<file path="config.mk">
export PLATFORM = sky130hd
export DESIGN_NAME = weighted_window_average_core
export DESIGN_NICKNAME = d
export VERILOG_FILES = /design/src/rtl/wwa_pkg.sv /design/src/rtl/wwa_cell.sv /design/src/rtl/wwa_window.sv /design/src/rtl/wwa_mac.sv /design/src/rtl/wwa_divider.sv /design/src/rtl/weighted_window_average_core.sv
export VERILOG_INCLUDE_DIRS = /design/src /design/src/rtl
export SDC_FILE = /design/constraint.sdc
export NUM_CORES = 2
export LEC_CHECK = 0
export BUFFER_PORTS_ARGS = -buffer_cell sky130_fd_sc_hd__buf_2
export CAP_MARGIN = 25
export CORE_MARGIN = 1
export CORE_UTILIZATION = 55
export CTS_CLUSTER_DIAMETER = 150
export DETAILED_ROUTE_END_ITERATION = 8
export HOLD_SLACK_MARGIN = 0.03
export PLACE_DENSITY = 0.71
export SETUP_SLACK_MARGIN = 0.4
export SYNTH_ARGS = -nofsm -noshare
export SYNTH_HDL_FRONTEND = slang
export SYNTH_SLANG_ARGS = --single-unit
</file>
<file path="constraint.sdc">
create_clock -name clock -period 48.3 [get_ports clock]
set_input_delay 0 -clock clock [delete_from_list [all_inputs] [get_ports clock]]
set_output_delay 0 -clock clock [all_outputs]
set_load 0.005 [all_outputs]
</file>
<file path="src/rtl/weighted_window_average_core_defines.svh">
// ----------------------------------------------------------------------------
// Weighted window average core: assertion macros
// Shared property shorthands for the core's RTL assertions.
// ----------------------------------------------------------------------------
`ifndef WEIGHTED_WINDOW_AVERAGE_CORE_DEFINES_SVH
`define WEIGHTED_WINDOW_AVERAGE_CORE_DEFINES_SVH

// same-cycle implication
`define WWA_ASSERT_IMPL(lbl, clk, rst, ante, cons, msg) \
   lbl: assert property (@(posedge clk) disable iff (rst) (ante) |-> (cons)) \
      else $error(msg);

// next-cycle implication
`define WWA_ASSERT_NEXT(lbl, clk, rst, ante, cons, msg) \
   lbl: assert property (@(posedge clk) disable iff (rst) (ante) |=> (cons)) \
      else $error(msg);

`endif

</file>
<file path="src/rtl/wwa_pkg.sv">
// ----------------------------------------------------------------------------
// Weighted window average package
// Sizes, shared types and helpers of the weighted window average core.
// ----------------------------------------------------------------------------
package wwa_pkg;

   localparam int MAX_HALF_WINDOW = 8;
   localparam int WIN_DEPTH       = 2 * MAX_HALF_WINDOW;
   localparam int AGE_W           = $clog2(WIN_DEPTH);
   localparam int CNT_W           = $clog2(WIN_DEPTH + 1);
   localparam int HW_W            = $clog2(MAX_HALF_WINDOW + 1);
   localparam int CSR_W           = 4;
   localparam int RANGE_W         = 16;
   localparam int WEIGHT_W        = 32;
   localparam int ANGLE_W         = 9;
   localparam int PROD_W          = RANGE_W + WEIGHT_W;
   localparam int NUM_W           = PROD_W + AGE_W;
   localparam int DEN_W           = WEIGHT_W + AGE_W;
   localparam int QCNT_W          = $clog2(RANGE_W);

   localparam logic [CSR_W-1:0] HALF_WINDOW_RESET = CSR_W'(2);

   typedef struct packed {
      logic [RANGE_W-1:0]         sample_range;
      logic [WEIGHT_W-1:0]        sample_weight;
      logic signed [ANGLE_W-1:0]  bin_angle;
   } sample_type;

   typedef struct packed {
      logic load;
      logic rotate;
   } win_ctrl_type;

   typedef struct packed {
      logic busy;
      logic done;
   } div_stat_type;

   typedef enum logic [2:0] {
      ST_IDLE,
      ST_SCAN,
      ST_FLUSH,
      ST_LAUNCH,
      ST_DIVIDE,
      ST_DONE
   } state_type;

   // zero acts as one, values above the maximum saturate
   function automatic logic [HW_W-1:0] clamp_half(input logic [CSR_W-1:0] hw);
      logic [HW_W-1:0] res;
      if (hw == '0) begin
         res = HW_W'(1);
      end else if (int'(hw) > MAX_HALF_WINDOW) begin
         res = HW_W'(MAX_HALF_WINDOW);
      end else begin
         res = HW_W'(hw);
      end
      return res;
   endfunction

endpackage

</file>
<file path="src/rtl/wwa_cell.sv">
// ----------------------------------------------------------------------------
// Window cell
// One sample slot of the window ring; takes its neighbor's sample on shift.
// ----------------------------------------------------------------------------
module wwa_cell (
   input  logic                clock,
   input  logic                shift,
   input  wwa_pkg::sample_type prev_sample,
   output wwa_pkg::sample_type sample
);
   import wwa_pkg::*;

   sample_type data_ff;
   sample_type data_in;

   always_comb begin
      data_in = shift ? prev_sample : data_ff;
   end

   always_ff @(posedge clock) begin
      data_ff <= data_in;
   end

   assign sample = data_ff;

endmodule

</file>
<file path="src/rtl/wwa_window.sv">
// ----------------------------------------------------------------------------
// Window ring
// Row of cells, newest sample at cell 0. Load pushes a new sample in; rotate
// circulates the ring so that every age passes the tap once per full turn.
// ----------------------------------------------------------------------------
module wwa_window (
   input  logic                  clock,
   input  wwa_pkg::win_ctrl_type ctrl,
   input  wwa_pkg::sample_type   sample_in,
   output wwa_pkg::sample_type   tap
);
   import wwa_pkg::*;

   sample_type cell_q [WIN_DEPTH];
   sample_type head;
   logic       shift;

   assign shift = ctrl.load | ctrl.rotate;
   assign head  = ctrl.load ? sample_in : cell_q[WIN_DEPTH-1];

   for (genvar k = 0; k < WIN_DEPTH; k++) begin : g_cell
      if (k == 0) begin : g_head
         wwa_cell u_cell (
            .clock       (clock),
            .shift       (shift),
            .prev_sample (head),
            .sample      (cell_q[k])
         );
      end else begin : g_body
         wwa_cell u_cell (
            .clock       (clock),
            .shift       (shift),
            .prev_sample (cell_q[k-1]),
            .sample      (cell_q[k])
         );
      end
   end

   assign tap = cell_q[WIN_DEPTH-1];

endmodule

</file>
<file path="src/rtl/wwa_mac.sv">
// ----------------------------------------------------------------------------
// Window accumulator
// Registered weight-by-range product at the ring tap, summed with the weight.
// ----------------------------------------------------------------------------
module wwa_mac (
   input  logic                              clock,
   input  logic                              reset,
   input  logic                              clear,
   input  logic                              take,
   input  wwa_pkg::sample_type               tap,
   output logic [wwa_pkg::NUM_W-1:0]         num,
   output logic [wwa_pkg::DEN_W-1:0]         den
);
   import wwa_pkg::*;

   logic [PROD_W-1:0]   prod_ff;
   logic [WEIGHT_W-1:0] wgt_ff;
   logic                take_ff;
   logic [NUM_W-1:0]    num_ff;
   logic [NUM_W-1:0]    num_in;
   logic [DEN_W-1:0]    den_ff;
   logic [DEN_W-1:0]    den_in;

   always_comb begin
      num_in = num_ff;
      den_in = den_ff;
      if (clear) begin
         num_in = '0;
         den_in = '0;
      end else if (take_ff) begin
         num_in = num_ff + NUM_W'(prod_ff);
         den_in = den_ff + DEN_W'(wgt_ff);
      end
   end

   always_ff @(posedge clock) begin
      prod_ff <= tap.sample_weight * tap.sample_range;
      wgt_ff  <= tap.sample_weight;
      num_ff  <= num_in;
      den_ff  <= den_in;
      if (reset) begin
         take_ff <= 1'b0;
      end else begin
         take_ff <= take;
      end
   end

   assign num = num_ff;
   assign den = den_ff;

endmodule

</file>
<file path="src/rtl/wwa_divider.sv">
// ----------------------------------------------------------------------------
// Restoring divider
// One quotient bit per cycle, most significant first; the quotient is known
// to fit the range width. A zero divisor is flagged.
// ----------------------------------------------------------------------------
module wwa_divider (
   input  logic                        clock,
   input  logic                        reset,
   input  logic                        start,
   input  logic [wwa_pkg::NUM_W-1:0]   num,
   input  logic [wwa_pkg::DEN_W-1:0]   den,
   output wwa_pkg::div_stat_type       stat,
   output logic [wwa_pkg::RANGE_W-1:0] quotient,
   output logic                        den_zero
);
   import wwa_pkg::*;

   localparam logic [QCNT_W-1:0] CNT_LAST = QCNT_W'(RANGE_W - 1);

   logic [NUM_W-1:0]   rem_ff;
   logic [NUM_W-1:0]   rem_in;
   logic [NUM_W-1:0]   dsr_ff;
   logic [NUM_W-1:0]   dsr_in;
   logic [RANGE_W-1:0] quo_ff;
   logic [RANGE_W-1:0] quo_in;
   logic [QCNT_W-1:0]  cnt_ff;
   logic [QCNT_W-1:0]  cnt_in;
   logic               busy_ff;
   logic               busy_in;
   logic               done_ff;
   logic               done_in;
   logic               zero_ff;
   logic               zero_in;
   logic               fits;

   assign fits = (rem_ff >= dsr_ff);

   always_comb begin
      rem_in  = rem_ff;
      dsr_in  = dsr_ff;
      quo_in  = quo_ff;
      cnt_in  = cnt_ff;
      busy_in = busy_ff;
      zero_in = zero_ff;
      done_in = 1'b0;
      if (start) begin
         rem_in  = num;
         dsr_in  = NUM_W'(den) << (RANGE_W - 1);
         quo_in  = '0;
         cnt_in  = '0;
         busy_in = 1'b1;
         zero_in = (den == '0);
      end else if (busy_ff) begin
         rem_in = fits ? (rem_ff - dsr_ff) : rem_ff;
         dsr_in = dsr_ff >> 1;
         quo_in = {quo_ff[RANGE_W-2:0], fits};
         cnt_in = cnt_ff + QCNT_W'(1);
         if (cnt_ff == CNT_LAST) begin
            busy_in = 1'b0;
            done_in = 1'b1;
         end
      end
   end

   always_ff @(posedge clock) begin
      rem_ff  <= rem_in;
      dsr_ff  <= dsr_in;
      quo_ff  <= quo_in;
      cnt_ff  <= cnt_in;
      zero_ff <= zero_in;
      if (reset) begin
         busy_ff <= 1'b0;
         done_ff <= 1'b0;
      end else begin
         busy_ff <= busy_in;
         done_ff <= done_in;
      end
   end

   assign stat.busy = busy_ff;
   assign stat.done = done_ff;
   assign quotient  = quo_ff;
   assign den_zero  = zero_ff;

endmodule

</file>
<file path="src/rtl/weighted_window_average_core.sv">
// ----------------------------------------------------------------------------
// Weighted window average core
// Weighted moving average of range samples over a clipped window of reach H.
// ----------------------------------------------------------------------------
// Samples enter on the req_ channel, results leave on the rsp_ channel, both
// valid/ready. H is written on the csr_ channel (always ready); the user must
// write it only while idle, which the core itself does not enforce. Each
// accepted transaction is pushed into a ring of cells. Each result then takes
// one full turn of the ring (one cell per cycle through a single
// multiply-accumulate), a flush state to drain the accumulator, a launch state,
// a restoring divide at one quotient bit per cycle, and a done state that parks
// it in the output register. When rsp_valid rises the core is back in idle,
// ready for the next transaction, unless a last transaction still has results
// pending. A transaction that yields no result leaves the core idle.
// Results lag H-1 transactions behind the input; the transaction marked last
// produces all pending results (up to H) back to back.
// The core takes one transaction at a time; it accepts the next one as soon
// as the result is parked in the output register, even if rsp_ready is low.
// A stalled receiver holds the output register and, once the next result is
// finished, the core waits for it.
// Reset sets H to 2 and starts a new stream; window cells are not cleared.
// ----------------------------------------------------------------------------
`include "weighted_window_average_core_defines.svh"

module weighted_window_average_core (
   input  logic                               clock,
   input  logic                               reset,
   input  logic                               req_valid,
   output logic                               req_ready,
   input  logic [wwa_pkg::RANGE_W-1:0]        req_sample_range,
   input  logic [wwa_pkg::WEIGHT_W-1:0]       req_sample_weight,
   input  logic signed [wwa_pkg::ANGLE_W-1:0] req_bin_angle,
   input  logic                               req_last_in,
   output logic                               rsp_valid,
   input  logic                               rsp_ready,
   output logic [wwa_pkg::RANGE_W-1:0]        rsp_filtered_range,
   output logic signed [wwa_pkg::ANGLE_W-1:0] rsp_angle_out,
   output logic                               rsp_zero_weight,
   output logic                               rsp_last_out,
   input  logic                               csr_valid,
   output logic                               csr_ready,
   input  logic [wwa_pkg::CSR_W-1:0]          csr_half_window
);
   import wwa_pkg::*;

   localparam logic [AGE_W-1:0] AGE_LAST = AGE_W'(WIN_DEPTH - 1);
   localparam logic [CNT_W-1:0] CNT_FULL = CNT_W'(WIN_DEPTH);

   state_type                  state_ff;
   state_type                  state_in;
   logic [AGE_W-1:0]           step_ff;
   logic [AGE_W-1:0]           step_in;
   logic [AGE_W-1:0]           c_ff;
   logic [AGE_W-1:0]           c_in;
   logic [CNT_W-1:0]           n_ff;
   logic [CNT_W-1:0]           n_in;
   logic [HW_W-1:0]            h_ff;
   logic [HW_W-1:0]            h_in;
   logic                       strm_last_ff;
   logic                       strm_last_in;
   logic [CNT_W-1:0]           seen_ff;
   logic [CNT_W-1:0]           seen_in;
   logic [CSR_W-1:0]           half_window_ff;
   logic [CSR_W-1:0]           half_window_in;
   logic signed [ANGLE_W-1:0]  angle_ff;
   logic signed [ANGLE_W-1:0]  angle_in;

   logic                       rsp_valid_ff;
   logic                       rsp_valid_in;
   logic [RANGE_W-1:0]         range_out_ff;
   logic signed [ANGLE_W-1:0]  angle_out_ff;
   logic                       zero_out_ff;
   logic                       last_out_ff;

   sample_type                 sample_in;
   sample_type                 tap;
   win_ctrl_type               win_ctrl;
   div_stat_type               div_stat;
   logic [NUM_W-1:0]           num;
   logic [DEN_W-1:0]           den;
   logic [RANGE_W-1:0]         quotient;
   logic                       den_zero;
   logic                       mac_clear;
   logic                       take;
   logic                       div_start;
   logic                       out_load;

   logic [HW_W-1:0]            h_new;
   logic [CNT_W-1:0]           n_new;
   logic [CNT_W-1:0]           hm1_new;
   logic [CNT_W-1:0]           c_new;
   logic                       fill_ok;
   logic [AGE_W-1:0]           age;
   logic [CNT_W-1:0]           age_ext;
   logic [CNT_W-1:0]           c_ext;
   logic [CNT_W-1:0]           h_ext;
   logic [CNT_W-1:0]           hi_raw;
   logic [CNT_W-1:0]           lo_raw;
   logic [CNT_W-1:0]           nm1;
   logic [CNT_W-1:0]           lo;
   logic [CNT_W-1:0]           hi;

   assign sample_in.sample_range  = req_sample_range;
   assign sample_in.sample_weight = req_sample_weight;
   assign sample_in.bin_angle     = req_bin_angle;

   // stream bookkeeping for a new transaction
   assign h_new   = clamp_half(half_window_ff);
   assign n_new   = (seen_ff == CNT_FULL) ? seen_ff : seen_ff + CNT_W'(1);
   assign hm1_new = CNT_W'(h_new) - CNT_W'(1);
   assign fill_ok = (hm1_new < n_new);
   assign c_new   = fill_ok ? hm1_new : n_new - CNT_W'(1);

   // window bounds of the current center, clipped to the stream
   assign age     = AGE_LAST - step_ff;
   assign age_ext = CNT_W'(age);
   assign c_ext   = CNT_W'(c_ff);
   assign h_ext   = CNT_W'(h_ff);
   assign hi_raw  = c_ext + h_ext;
   assign nm1     = n_ff - CNT_W'(1);
   assign hi      = (hi_raw > nm1) ? nm1 : hi_raw;
   assign lo_raw  = c_ext + CNT_W'(1);
   assign lo      = (lo_raw >= h_ext) ? lo_raw - h_ext : '0;

   always_comb begin
      state_in     = state_ff;
      step_in      = step_ff;
      c_in         = c_ff;
      n_in         = n_ff;
      h_in         = h_ff;
      strm_last_in = strm_last_ff;
      seen_in      = seen_ff;
      angle_in     = angle_ff;
      req_ready    = 1'b0;
      win_ctrl     = '0;
      mac_clear    = 1'b0;
      take         = 1'b0;
      div_start    = 1'b0;
      out_load     = 1'b0;
      unique case (state_ff)
         ST_IDLE: begin
            req_ready = 1'b1;
            if (req_valid) begin
               win_ctrl.load = 1'b1;
               n_in          = n_new;
               h_in          = h_new;
               strm_last_in  = req_last_in;
               seen_in       = req_last_in ? '0 : n_new;
               c_in          = c_new[AGE_W-1:0];
               step_in       = '0;
               if (req_last_in || fill_ok) begin
                  mac_clear = 1'b1;
                  state_in  = ST_SCAN;
               end
            end
         end
         ST_SCAN: begin
            win_ctrl.rotate = 1'b1;
            take            = (age_ext >= lo) && (age_ext <= hi);
            if (age == c_ff) begin
               angle_in = tap.bin_angle;
            end
            if (step_ff == AGE_LAST) begin
               step_in  = '0;
               state_in = ST_FLUSH;
            end else begin
               step_in = step_ff + AGE_W'(1);
            end
         end
         ST_FLUSH: begin
            state_in = ST_LAUNCH;
         end
         ST_LAUNCH: begin
            div_start = 1'b1;
            state_in  = ST_DIVIDE;
         end
         ST_DIVIDE: begin
            if (div_stat.done) begin
               state_in = ST_DONE;
            end
         end
         ST_DONE: begin
            if (!rsp_valid_ff || rsp_ready) begin
               out_load = 1'b1;
               if (strm_last_ff && (c_ff != '0)) begin
                  c_in      = c_ff - AGE_W'(1);
                  mac_clear = 1'b1;
                  state_in  = ST_SCAN;
               end else begin
                  state_in = ST_IDLE;
               end
            end
         end
         default: begin
            state_in = ST_IDLE;
         end
      endcase
   end

   always_comb begin
      half_window_in = csr_valid ? csr_half_window : half_window_ff;
      rsp_valid_in   = out_load ? 1'b1 : (rsp_ready ? 1'b0 : rsp_valid_ff);
   end

   always_ff @(posedge clock) begin
      step_ff      <= step_in;
      c_ff         <= c_in;
      n_ff         <= n_in;
      h_ff         <= h_in;
      strm_last_ff <= strm_last_in;
      angle_ff     <= angle_in;
      if (out_load) begin
         range_out_ff <= den_zero ? '0 : quotient;
         zero_out_ff  <= den_zero;
         angle_out_ff <= angle_ff;
         last_out_ff  <= strm_last_ff && (c_ff == '0);
      end
      if (reset) begin
         state_ff       <= ST_IDLE;
         seen_ff        <= '0;
         half_window_ff <= HALF_WINDOW_RESET;
         rsp_valid_ff   <= 1'b0;
      end else begin
         state_ff       <= state_in;
         seen_ff        <= seen_in;
         half_window_ff <= half_window_in;
         rsp_valid_ff   <= rsp_valid_in;
      end
   end

   wwa_window u_window (
      .clock     (clock),
      .ctrl      (win_ctrl),
      .sample_in (sample_in),
      .tap       (tap)
   );

   wwa_mac u_mac (
      .clock (clock),
      .reset (reset),
      .clear (mac_clear),
      .take  (take),
      .tap   (tap),
      .num   (num),
      .den   (den)
   );

   wwa_divider u_divider (
      .clock    (clock),
      .reset    (reset),
      .start    (div_start),
      .num      (num),
      .den      (den),
      .stat     (div_stat),
      .quotient (quotient),
      .den_zero (den_zero)
   );

   assign csr_ready          = 1'b1;
   assign rsp_valid          = rsp_valid_ff;
   assign rsp_filtered_range = range_out_ff;
   assign rsp_angle_out      = angle_out_ff;
   assign rsp_zero_weight    = zero_out_ff;
   assign rsp_last_out       = last_out_ff;

   `WWA_ASSERT_IMPL(a_zero_weight_range, clock, reset, rsp_valid && rsp_zero_weight, rsp_filtered_range == '0, "zero weight result with nonzero range")
   `WWA_ASSERT_IMPL(a_ring_restored, clock, reset, state_ff == ST_FLUSH, step_ff == '0, "ring turn incomplete")
   `WWA_ASSERT_IMPL(a_center_in_window, clock, reset, state_ff == ST_SCAN, (c_ext < n_ff) && (lo <= c_ext) && (c_ext <= hi), "center outside its window")
   `WWA_ASSERT_IMPL(a_div_done_state, clock, reset, div_stat.done, state_ff == ST_DIVIDE, "divide finished outside divide state")
   `WWA_ASSERT_NEXT(a_div_launch, clock, reset, state_ff == ST_LAUNCH, div_stat.busy, "divider not started")

endmodule

</file>
### Word level (Yosys, flattened, before mapping)

Cells that the tools add are included.

* equality and inequality tests: 15
* reduce and logical (&&, ||, !) cells: 24
* $add $sub $neg: 14
* $lt $le $gt $ge: 7
* bitwise gates (word level): 3
* muxes and demuxes: 45
* multipliers: 1

Operator list (number)
* $mux 52: 3
* $mux 51: 2
* $mux 57: 1
* $add 52x48->52: 1
* $ge 52x51->1: 1
* $sub 52x51->52: 1
* $mul 32x16->48: 1
* $add 36x32->36: 1
* $logic_not 36->1: 1
* $mux 4: 8
* $mux 5: 4
* $mux 1: 18
* $pmux 3 s6: 1
* $pmux 4 s2: 2
* $mux 3: 5
* $ne 2x2->1 const B: 5
* $reduce_bool 2->1: 5
* $add 4x1->4 const B: 2
* $eq 4x4->1 const B: 2
* $logic_not 4->1: 2
* $reduce_and 2->1: 4
* $sub 4x1->4 const B: 2
* $eq 3x2->1 const B: 2
* $eq 3x3->1 const B: 2
* other kinds (29): 33

* input bits: 67
* bits in registers: 1274
* word-level logic and storage cells: 184

### Logic depth before layout (Yosys ltp)

* depth after elaboration: 9
* mapped depth: 26
* depth with buffers taken out: 25

### Cells and area by module

A second synthesis with hierarchy kept.

* cells, all modules: 5124
* area, all modules: 65333.9 um^2

Modules (own cells, without submodules)
* wwa_cell: area an instance 1711.6 um^2, instances 16, cells an instance 57
* wwa_mac: area an instance 25015.2 um^2, instances 1, cells an instance 2871
* wwa_divider: area an instance 8483.1 um^2, instances 1, cells an instance 954
* weighted_window_average_core: area an instance 3681.0 um^2, instances 1, cells an instance 323
* wwa_window: area an instance 768.2 um^2, instances 1, cells an instance 64

### Least setup slack after synthesis

No wires, ideal clock.

* path type: reg2reg
* from: reg state_ff[0]
* to: reg u_window.g_cell[0].g_head.u_cell.data_ff, in the netlist u_window.g_cell[0].g_head.u_cell.sample[0] (enable)
* path buffers: 3
* period minus slack after synthesis: 22418 ps
* stages on the path, launching flop included: 7
* path slack: 25882 ps
* arrival: 16084 ps
* cell sequence: dfxtp_1 -> clkbuf_1 -> nor3_1 -> nand2_1 -> clkbuf_1 -> buf_1 -> nand2_1

* cells in the longest elaborated chain, start to end: 3
* elaborated cells between the ends (all ways): 5
* classes of those cells: eq/ne: 1; mux: 2; bitwise: 1; reduce/logical: 1

RTL lines
* from (decl): RTL line weighted_window_average_core.sv:49 `state_type state_ff;`
* from (signal assigned): RTL line weighted_window_average_core.sv:224 `state_ff <= state_in;`
* $eq 3x1->1 / $logic_not 3->1 (equally long branches): RTL line weighted_window_average_core.sv:140 `unique case (state_ff)`
* $mux 1: RTL line weighted_window_average_core.sv:140
* $or 1x1->1 (*): RTL line wwa_window.sv:18 `assign shift = ctrl.load | ctrl.rotate;`
* via u_window.g_cell[0].g_head.u_cell.shift: RTL line wwa_cell.sv:7 `input logic shift,`
* to (signal assigned): RTL line wwa_cell.sv:21 `data_ff <= data_in;`
* to (decl): RTL line wwa_cell.sv:13 `sample_type data_ff;`

The timed path passes the listed nets; every way through them passes the cells marked *.
A chain may end at the register's enable or synchronous reset.

### Final worst setup path

* from: reg u_window.g_cell[15].g_body.u_cell.data_ff, in the netlist u_window.g_cell[15].g_body.u_cell.sample[43]
* to: reg u_mac.prod_ff[45]

* cells in the longest elaborated chain, start to end: 1

RTL lines
* from (decl): RTL line wwa_cell.sv:13
* from (signal assigned): RTL line wwa_cell.sv:21
* $mul 32x16->48: RTL line wwa_mac.sv:37 `prod_ff <= tap.sample_weight * tap.sample_range;`
* to (signal assigned): RTL line wwa_mac.sv:37
* to (decl): RTL line wwa_mac.sv:16 `logic [PROD_W-1:0] prod_ff;`

Every way passes these cells.

==> results_dict.tcl <==
set metrics [dict create \
    outcome "completed" \
    syn_to_final_growth_pct 11.5 \
    synth_top_area_share_pct 49.1 \
    path_buf_inv 4 \
    gp_congestion 0.911 \
    grt_max_degree 212 \
    netlist_area_um2 64500 \
    drv_cap 0 \
    cts_resized 0 \
    drive_gt1_share_pct 6.94 \
    synth_common_cells "edfxtp_1, nand2_1, inv_1, fa_1, ha_1" \
    dr.pass1.iters 6 \
    overflow 0 \
    num_rows 125 \
    slew_violations 0 \
    min_path_type "input port to flop" \
    crit_top_cell "fa_1" \
    synth_area_leader_cell "edfxtp_1" \
    slew_headroom_pct 26.3 \
    crit_type "flop to flop" \
    fmax_mhz 133 \
    drc 0 \
    netlist_top_cells_area "edfxtp_1, fa_1, dfxtp_1" \
    post-cts-setup-buffers 0 \
    hold_buffers 107 \
    tritoncts "done" \
    synth.distinct_cells 83 \
    worstPathMaxFanout 20 \
    clkLatencyLatePin_ns 0.77 \
    max_stage_delay_ns 0.70 \
    initial_core_util_pct 55.5 \
    synth-edff-count 1055 \
    worst_slew_pin_slew_ns 1.11 \
    tns_ns 0 \
    dp_hpwl_um 85300 \
    post_drt_via_cell_ratio 5.44 \
    critPathRequiredTime_ns 48.97 \
    finalCriticalPeriod_ns 7.50 \
    die_area_um2 119000 \
    grt_pass1_vias 37590 \
    pin_count 97 \
    skew_ns 0.0629 \
    drt_iter0_drc 3129 \
    crit_slowest_cell "edfxtp_1" \
    async_flop_share_pct 0 \
    design.core.area_um2 116000 \
    routedWlPerCell_um 18.4 \
    yosysSeqAreaShare_pct 55.9 \
    ys.flop_type "edfxtp_1" \
    vias 37889 \
    rsz0062_at_grt "false" \
    synth_seq_cells 1274 \
    path_clk_slew_ns 0.08 \
    clkSinkCount 1274 \
    io_buffers 95 \
    period_share_pct 15.5 \
    num-fill-cells 8833 \
    wirelength_um 128000 \
    cp_top_family "adder cells" \
    arrival_ns 8.17 \
    die_h_um 344 \
    grt_use_total_pct 22.0 \
    cts_made_buffers 133 \
    clk_path_buf_depth 3 \
    grt_antenna_before_repair 2 \
    root_buffer "clkbuf_16" \
    h-tree-depth 4 \
    start_kind "flop" \
    synth_area_per_cell_um2 12.6 \
    crit_chain "buf_4 > nand2_1 > fa_1 > fa_1 > fa_1 > inv_1 > fa_1 > fa_1 > inv_1 > fa_1 > inv_1 > ha_1 > nand4_1 > nor2_1 > o311ai_0 > a21oi_1 > o2111ai_1 > a21oi_1 > nor3_1 > nor3_1 > a31oi_1 > o21bai_1 > a21o_1 > xor2_1" \
    end_kind "flop" \
    yosysWarnings 0 \
    final_nets 6100 \
    grt_pass1_wl_um 203000 \
    finalHoldViolations 0 \
    ant_nets 0 \
    setup_viol 0 \
    synth.most_common_cell "edfxtp_1" \
    synthCells 5129 \
    die-width_um 344 \
]
## layer usage
| layer | vias up | wire, um | track usage [%] |
|---|---|---|---|
| li1 | 17913 | - | - |
| met1 | 18617 | 58300 | 32.0 |
| met2 | 1083 | 57900 | 33.3 |
| met3 | 274 | 7950 | 3.87 |
| met4 | 2 | 3860 | 8.11 |
| met5 | - | 13 | 0 |
## metrics by stage
step | instances | util, % | setup slack [ns] | hold slack (ns) | area, um2
after floorplan | 5130 | - | 25.88 | 0.0691 | 64500
after global placement | 6606 | 57.3 | 41.08 | 0.208 | 66500
after detailed placement | 6607 | 57.3 | 40.89 | 0.215 | 66600
after CTS | 6957 | 61.8 | 40.85 | 0.0352 | 71800
after global routing | 6958 | 61.8 | 40.51 | 0.0716 | 71900
final | 6960 | 61.9 | 40.80 | 0.0898 | 71900
## placed cells by master, fill, tap and decap left out, drive strengths merged, types with 109 or more instances in the layout
cell / instances
clkbuf: 178
buf: 146
dfxtp: 219
fa: 423
nand2: 685
nor2: 242
and2: 228
ha: 284
xnor2: 120
a21oi: 240
edfxtp: 1055
inv: 557
o21ai: 109
## worst min-delay path, stage by stage
cell and delay [ns]:
dlygate4sd3_1 0.53, buf_2 0.12, nand2_1 0.05, nand2_1 0.05
## state kept, by name, indices dropped and copies added, names as in the netlist, 5 cells and up
name,flops
u_mac.prod_ff,48
u_window.g_cell.g_body.u_cell.sample,855
u_divider.rem_ff,52
u_divider.dsr_ff,51
u_divider.quotient,16
angle_ff,9
u_window.g_cell.g_head.u_cell.sample,57
u_mac.wgt_ff,32
u_mac.den,36
seen_ff,5
rsp_filtered_range,16
rsp_angle_out,9
u_mac.num,52
n_ff,5
## kinds of logic after synthesis
group	count (synthesis)	synth area share, %
compound gates	660	6.60
flops	1274	55.9
xor+xnor	190	2.58
other cells	2	0.0116
buf+inv	742	4.36
mux	88	1.37
simple gates	1466	10.5
fa+ha+maj	707	18.6
## final timing paths
| path | slack (ns) | end | cells after the start | from |
|---|---|---|---|---|
| min reg2reg | 0.38 | u_window.g_cell[11].g_body.u_cell.sample[45]$_DFFE_PP_ | 0 | u_window.g_cell[10].g_body.u_cell.sample[45]$_DFFE_PP_ |
| max | 40.80 | u_mac.prod_ff[45]$_DFF_P_ | 24 | u_window.g_cell[15].g_body.u_cell.sample[43]$_DFFE_PP_ |
| max reg2reg | 40.80 | u_mac.prod_ff[45]$_DFF_P_ | 24 | u_window.g_cell[15].g_body.u_cell.sample[43]$_DFFE_PP_ |
| min | 0.09 | u_window.g_cell[0].g_head.u_cell.sample[21]$_DFFE_PP_ | 4 | req_sample_weight[12] |
## cell type report
class	count	area [um2]	area share [%]
Sequential cell	1274	36100	50.2
Timing Repair Buffer	253	2010	2.79
Inverter	550	2060	2.87
Clock buffer	178	3600	5.01
Antenna cell	2	5.00	0.00696
Clock inverter	65	608	0.846
Multi-Input combinational cell	3114	25600	35.6
Tap cell	1524	1910	2.65
Power is not shown: default switching activity piles up to over one toggle a cycle in this logic, so the estimate is an artifact.
